File: config.mk
export PLATFORM = sky130hd
export DESIGN_NAME = salc_ctrl
export DESIGN_NICKNAME = d
export VERILOG_FILES = /design/src/rtl/core/salc_pkg.sv /design/src/rtl/core/salc_ctrl.sv
export SDC_FILE = /design/constraint.sdc
export NUM_CORES = 1
export LEC_CHECK = 0
export ABC_AREA = 1
export BUFFER_PORTS_ARGS = -buffer_cell sky130_fd_sc_hd__buf_2
export CAP_MARGIN = 20
export CORE_AREA = 5 5 42 44
export DETAILED_ROUTE_END_ITERATION = 10
export DIE_AREA = 0 0 47 49
export HOLD_SLACK_MARGIN = 0.02
export PLACE_DENSITY_LB_ADDON = 0.3
export REMOVE_ABC_BUFFERS = 1
export SLEW_MARGIN = 20
export SYNTH_ARGS = -nofsm -noshare
export SYNTH_HDL_FRONTEND = slang
export SYNTH_SLANG_ARGS = --single-unit
File: constraint.sdc
create_clock -name clock -period 2.55 [get_ports clock]
set_clock_uncertainty 0.05 [all_clocks]
set_input_delay 0.51 -clock clock [delete_from_list [all_inputs] [get_ports clock]]
set_output_delay 0.51 -clock clock [all_outputs]
set_load 0.05 [all_outputs]
File: src/rtl/core/salc_pkg.sv
// ----------------------------------------------------------------------------
// salc_pkg
// types and constants shared by the cache simulator modules
// ----------------------------------------------------------------------------
package salc_pkg;

   typedef enum logic [1:0] {
      OP_LOAD   = 2'd0,
      OP_STORE  = 2'd1,
      OP_MODIFY = 2'd2,
      OP_NONE   = 2'd3
   } op_type;

   typedef enum logic [2:0] {
      ST_IDLE,
      ST_READ,
      ST_UPDATE,
      ST_RESPOND,
      ST_CLEAR
   } state_type;

   localparam logic [1:0] REG_SET_BITS   = 2'd0;
   localparam logic [1:0] REG_BLOCK_BITS = 2'd1;
   localparam logic [1:0] REG_WAYS       = 2'd2;

   localparam logic [2:0] SET_BITS_RESET   = 3'd4;
   localparam logic [5:0] BLOCK_BITS_RESET = 6'd4;
   localparam logic [3:0] WAYS_RESET       = 4'd1;

   typedef struct packed {
      logic clear_step;
      logic capture;
      logic rd_set;
      logic update;
      logic second;
      logic resp_load;
   } cmd_type;

   typedef struct packed {
      logic clear_done;
   } status_type;

endpackage

File: src/rtl/core/salc_ctrl.sv
// ----------------------------------------------------------------------------
// salc_ctrl
// sequencer: clearing pass, set read, update per access, result hand-off
// ----------------------------------------------------------------------------
module salc_ctrl (
   input  logic                 clock,
   input  logic                 reset,
   input  logic                 req_valid,
   output logic                 req_ready,
   input  salc_pkg::op_type     req_op,
   output logic                 rsp_valid,
   input  logic                 rsp_ready,
   output salc_pkg::cmd_type    cmd,
   input  salc_pkg::status_type status
);

   salc_pkg::state_type state_ff, state_in;
   logic                second_ff, second_in;
   logic                modify_ff, modify_in;
   logic                rsp_valid_ff, rsp_valid_in;

   always_ff @(posedge clock) begin
      if (reset) begin
         state_ff     <= salc_pkg::ST_CLEAR;
         second_ff    <= 1'b0;
         modify_ff    <= 1'b0;
         rsp_valid_ff <= 1'b0;
      end else begin
         state_ff     <= state_in;
         second_ff    <= second_in;
         modify_ff    <= modify_in;
         rsp_valid_ff <= rsp_valid_in;
      end
   end

   assign rsp_valid = rsp_valid_ff;

   always_comb begin
      state_in     = state_ff;
      second_in    = second_ff;
      modify_in    = modify_ff;
      rsp_valid_in = rsp_valid_ff && !rsp_ready;
      cmd          = '0;
      req_ready    = 1'b0;
      case (state_ff)
         salc_pkg::ST_CLEAR: begin
            cmd.clear_step = 1'b1;
            if (status.clear_done) begin
               state_in = salc_pkg::ST_IDLE;
            end
         end
         salc_pkg::ST_IDLE: begin
            req_ready = !rsp_valid_ff || rsp_ready;
            if (req_valid && req_ready) begin
               cmd.capture = 1'b1;
               second_in   = 1'b0;
               modify_in   = (req_op == salc_pkg::OP_MODIFY);
               if (req_op == salc_pkg::OP_NONE) begin
                  state_in = salc_pkg::ST_RESPOND;
               end else begin
                  state_in = salc_pkg::ST_READ;
               end
            end
         end
         salc_pkg::ST_READ: begin
            cmd.rd_set = 1'b1;
            state_in   = salc_pkg::ST_UPDATE;
         end
         salc_pkg::ST_UPDATE: begin
            cmd.update = 1'b1;
            cmd.second = second_ff;
            if (modify_ff && !second_ff) begin
               second_in = 1'b1;
               state_in  = salc_pkg::ST_READ;
            end else begin
               state_in = salc_pkg::ST_RESPOND;
            end
         end
         salc_pkg::ST_RESPOND: begin
            cmd.resp_load = 1'b1;
            rsp_valid_in  = 1'b1;
            state_in      = salc_pkg::ST_IDLE;
         end
         default: begin
            state_in = salc_pkg::ST_IDLE;
         end
      endcase
   end

`ifndef SYNTHESIS
   a_no_accept_busy: assert property (@(posedge clock) disable iff (reset)
      (state_ff != salc_pkg::ST_IDLE) |-> !req_ready)
      else $error("item accepted while busy");
   a_rsp_after_load: assert property (@(posedge clock) disable iff (reset)
      cmd.resp_load |=> rsp_valid)
      else $error("result not raised");
   a_update_after_read: assert property (@(posedge clock) disable iff (reset)
      cmd.rd_set |=> cmd.update)
      else $error("read not followed by update");
`endif

endmodule

Yosys cells after proc, flatten, opt, wreduce, memory -nomap -nowiden
Index checks and enable logic that the tools add are counted.
- register bits after elaboration: 6
- input bits: 7
- logic and storage cells: 41
- equal/unequal tests: 9
- multiplexer cells: 16
- reductions and logical operators: 12
- operators with widths (operator ; number):
    one-hot mux 3 bit (4 select lines) ; 1
    2-to-1 mux 1 bit ; 9
    == test 3 x 2 -> 1 bit (second input constant) ; 2
    2-to-1 mux 2 bit ; 3
    2-to-1 mux 3 bit ; 2
    inequality test 2 bit (second input constant) ; 3
    == test 2 bit (second input constant) ; 2
    AND reduction 2 bit ; 2
    == test 3 x 1 -> 1 bit (second input constant) ; 1
    == test 3 bit (second input constant) ; 1
    logical AND 1 bit ; 3
    zero test 1 bit ; 3
    zero test 3 bit ; 1
    AND reduction 3 bit ; 1
    one-hot mux 1 bit (2 select lines) ; 1
    nonzero test 2 bit ; 1
    logical OR 1 bit ; 1

Longest topological paths before layout
- word-level depth: 5
- depth in mapped cells: 7
- gate-level depth less buffers: 7

Worst setup path after synthesis
No wires, ideal clock.
- kind: reg-to-output
- start point: register state_ff[1]
- end point: output port cmd[1] (netlist name)
- cell stages (with the launch flop): 3
- setup slack: 419 ps
- path buffers: 0
- arrival: 1571 ps
- cell sequence: dfxtp_1 > inv_2 > nor3_1
- RTL lines (item ; line ; source):
    start: declaration ; salc_ctrl.sv:17 ; salc_pkg::state_type state_ff, state_in;
    start signal: assignment ; salc_ctrl.sv:24 ; state_ff <= salc_pkg::ST_CLEAR;
    start signal: assignment ; salc_ctrl.sv:29 ; state_ff <= state_in;
    end: declaration ; salc_ctrl.sv:13 ; output salc_pkg::cmd_type cmd,

Worst setup path after layout
- start point: register state_ff[0]
- end point: output port req_ready
- longest elaborated chain between the ends: 2
- RTL lines (item ; line ; source):
    zero test 3 bit ; salc_ctrl.sv:45 ; case (state_ff)
    2-to-1 mux 1 bit ; salc_ctrl.sv:45 ;
    end: declaration ; salc_ctrl.sv:9 ; output logic req_ready,
No other way between the ends.

==> results_dict.tcl <==
set metrics [dict create \
    fin_setup_tns_ns 0 \
    rows 14 \
    n_fill_cell 173 \
    cp-startpoint "state_ff[0]$_SDFFE_PP0P_" \
    cp_max_fo 7 \
    setup_violations 0 \
    ys_seq_area_share_pct 34.7 \
    min_path_type "in -> reg" \
    worst_r2r_endpoint "modify_ff$_SDFFE_PP0P_" \
    cp-endpoint "req_ready" \
    totalWireLength_um 768 \
    yosysMostFrequentCell "nand2_1" \
    hold_ws_ns 0.415 \
    power.leakage_nw 0.249 \
    place_hpwl_um 635 \
    grt_max_degree 8 \
    cts_tree "built" \
    path_class "reg -> out" \
    synth.distinct_cells 13 \
    first_pass_iters 5 \
    finalHoldViolCount 0 \
    diodes 0 \
    place_area_um2 429 \
    total_power_uw 248 \
    critPathLaunchType "register" \
    r2r_start "state_ff[0]$_SDFFE_PP0P_" \
    postLayoutCellArea_um2 452 \
    cts_root_buffer "clkbuf_4" \
    synth-edff-count 0 \
    maxSlewHeadroom_pct 82.0 \
    fin_crit_ns 1.84 \
    rsz0062_at_grt "no" \
    vias 356 \
    dr.first_iter.drc_count 4 \
    ir_drop_mv 0.192 \
    drive_gt1_share_pct 31.4 \
    viasPerCell 4.14 \
    hold_depth 2 \
    fmax_mhz 543 \
    fp.dieW_um 47 \
    tightest_slew_ns 0.269 \
    drc 0 \
    power.density_nw_per_um2 549 \
    grt_pass1_wl_um 1280 \
    dieHeight_um 49 \
    synth_top_cell_area_share_pct 34.7 \
    overflow 0 \
    grt_usage_pct 8.04 \
    fin_nets 79 \
    cts_max_path_buffers 2 \
    cts_resized 0 \
    place.gp.congestion 0.770 \
    port-buffer-count 14 \
    core_um2 1400 \
    cts_buffers 3 \
    arrival_ns 1.28 \
    seqCellArea_um2 120 \
    post_cts_buffers 0 \
    crit_required_ns 1.99 \
    synth_top_area_cell "dfxtp_1" \
    start_util_pct 24.7 \
    yosysWarnings 0 \
    synth_area_leaders "dfxtp_1, nand2_1, inv_1, nand3_1, nor2_1" \
    synth_commonest_cells "nand2_1, inv_1, nand3_1, nor2_1, dfxtp_1" \
    die-area_um2 2300 \
    reg2reg_slack_ns 1.49 \
    wl_per_cell_um 8.93 \
    cts_sinks 6 \
    clk_latency_ns 0.25 \
    num_io_pins 15 \
    ant_nets 0 \
    multi_input_area_um2 178 \
    antenna_found_initial 0 \
    clk_pin_slew_ns 0.05 \
    r2r_cells 6 \
    hold_buffers 0 \
    maxCapViolations 0 \
    synthArstFlopShare_pct 0 \
    syn_area_per_cell_um2 6.42 \
    min_period_over_period_pct 72.3 \
    status "completed" \
    end_kind "output pin" \
    syn_area_um2 347 \
    synth_cells 54 \
    htree_levels 1 \
    maxSlewViolCount 0 \
    ys_ff_latch 6 \
    grt_pass1_vias 334 \
    area_growth_pct 30.3 \
    synth_flop_cell "dfxtp_1" \
]
## where the power goes
group | internal [mW] | total, mW | switching [mW]
sequential | 0.0979 | 0.103 | 0.00526
clock | 0.0533 | 0.0891 | 0.0358
combinational | 0.0167 | 0.0557 | 0.0390
total | 0.168 | 0.248 | 0.0801
## metal layers
layer | up-vias | GRT usage [%] | part of all wire, %
met5 | - | 0 | 0
li1 | 200 | - | -
met1 | 144 | 9.05 | 42
met4 | 0 | 5.53 | 1.3
met2 | 10 | 11.1 | 49
met3 | 2 | 4.43 | 7.4
## layout make-up
| cell class | instances | share of cell area, % |
|---|---|---|
| sequential | 6 | 26.6 |
| timing repair buffer | 14 | 15.5 |
| multi-input combinational | 36 | 39.3 |
| tap | 16 | 4.43 |
| clock buffer | 3 | 4.99 |
| inverter | 11 | 9.14 |
## logic make-up after synthesis
kind of cell	share of synthesized area, %
AND/OR/NAND/NOR	44.0
buffers and inverters	14.1
flip-flops	34.7
AO/OA/AOI/OAI	7.22
## sequential cells by signal (all words and copies together), names as in the netlist
register and cells:
modify_ff 1, state_ff 3, second_ff 1, rsp_valid 1
## critical path: stages, from the launching register on
cell and delay (ns):
dfxtp_1 0.38, nor2_4 0.18, nand2_4 0.08, a21oi_1 0.12, buf_2 0.27
## layout by cell type (no fill, tap or decap)
cell type	Yosys	layout
buf_2	0	14
nand2_1	11	11
inv_1	10	10
nand3_1	7	7
nor2_1	7	7
dfxtp_1	6	6
a21oi_1	4	4
clkbuf_4	0	3
nor2_4	2	2
nor3_1	2	2
inv_2	1	1
nand2_4	1	1
nor2_2	1	1
o21ai_0	1	1
## worst min-delay path by stage
stage	start	to	slack [ns]
after floorplan	second_ff$_SDFFE_PP0P_	second_ff$_SDFFE_PP0P_	0.39
after global placement	second_ff$_SDFFE_PP0P_	second_ff$_SDFFE_PP0P_	0.41
after detailed placement	second_ff$_SDFFE_PP0P_	second_ff$_SDFFE_PP0P_	0.41
after CTS	reset	second_ff$_SDFFE_PP0P_	0.41
after global routing	reset	second_ff$_SDFFE_PP0P_	0.41
final	reset	second_ff$_SDFFE_PP0P_	0.42
## metrics by stage
step                      instances  setup WS, ns  utilization, %
after global placement           83         0.806            30.6
final                            86         0.707            32.2
after global routing             86         0.611            32.2
after floorplan                  53         0.419               -
after detailed placement         83         0.792            30.6
after CTS                        86         0.688            32.2
No activity file was read; power rests on OpenSTA's default activity.
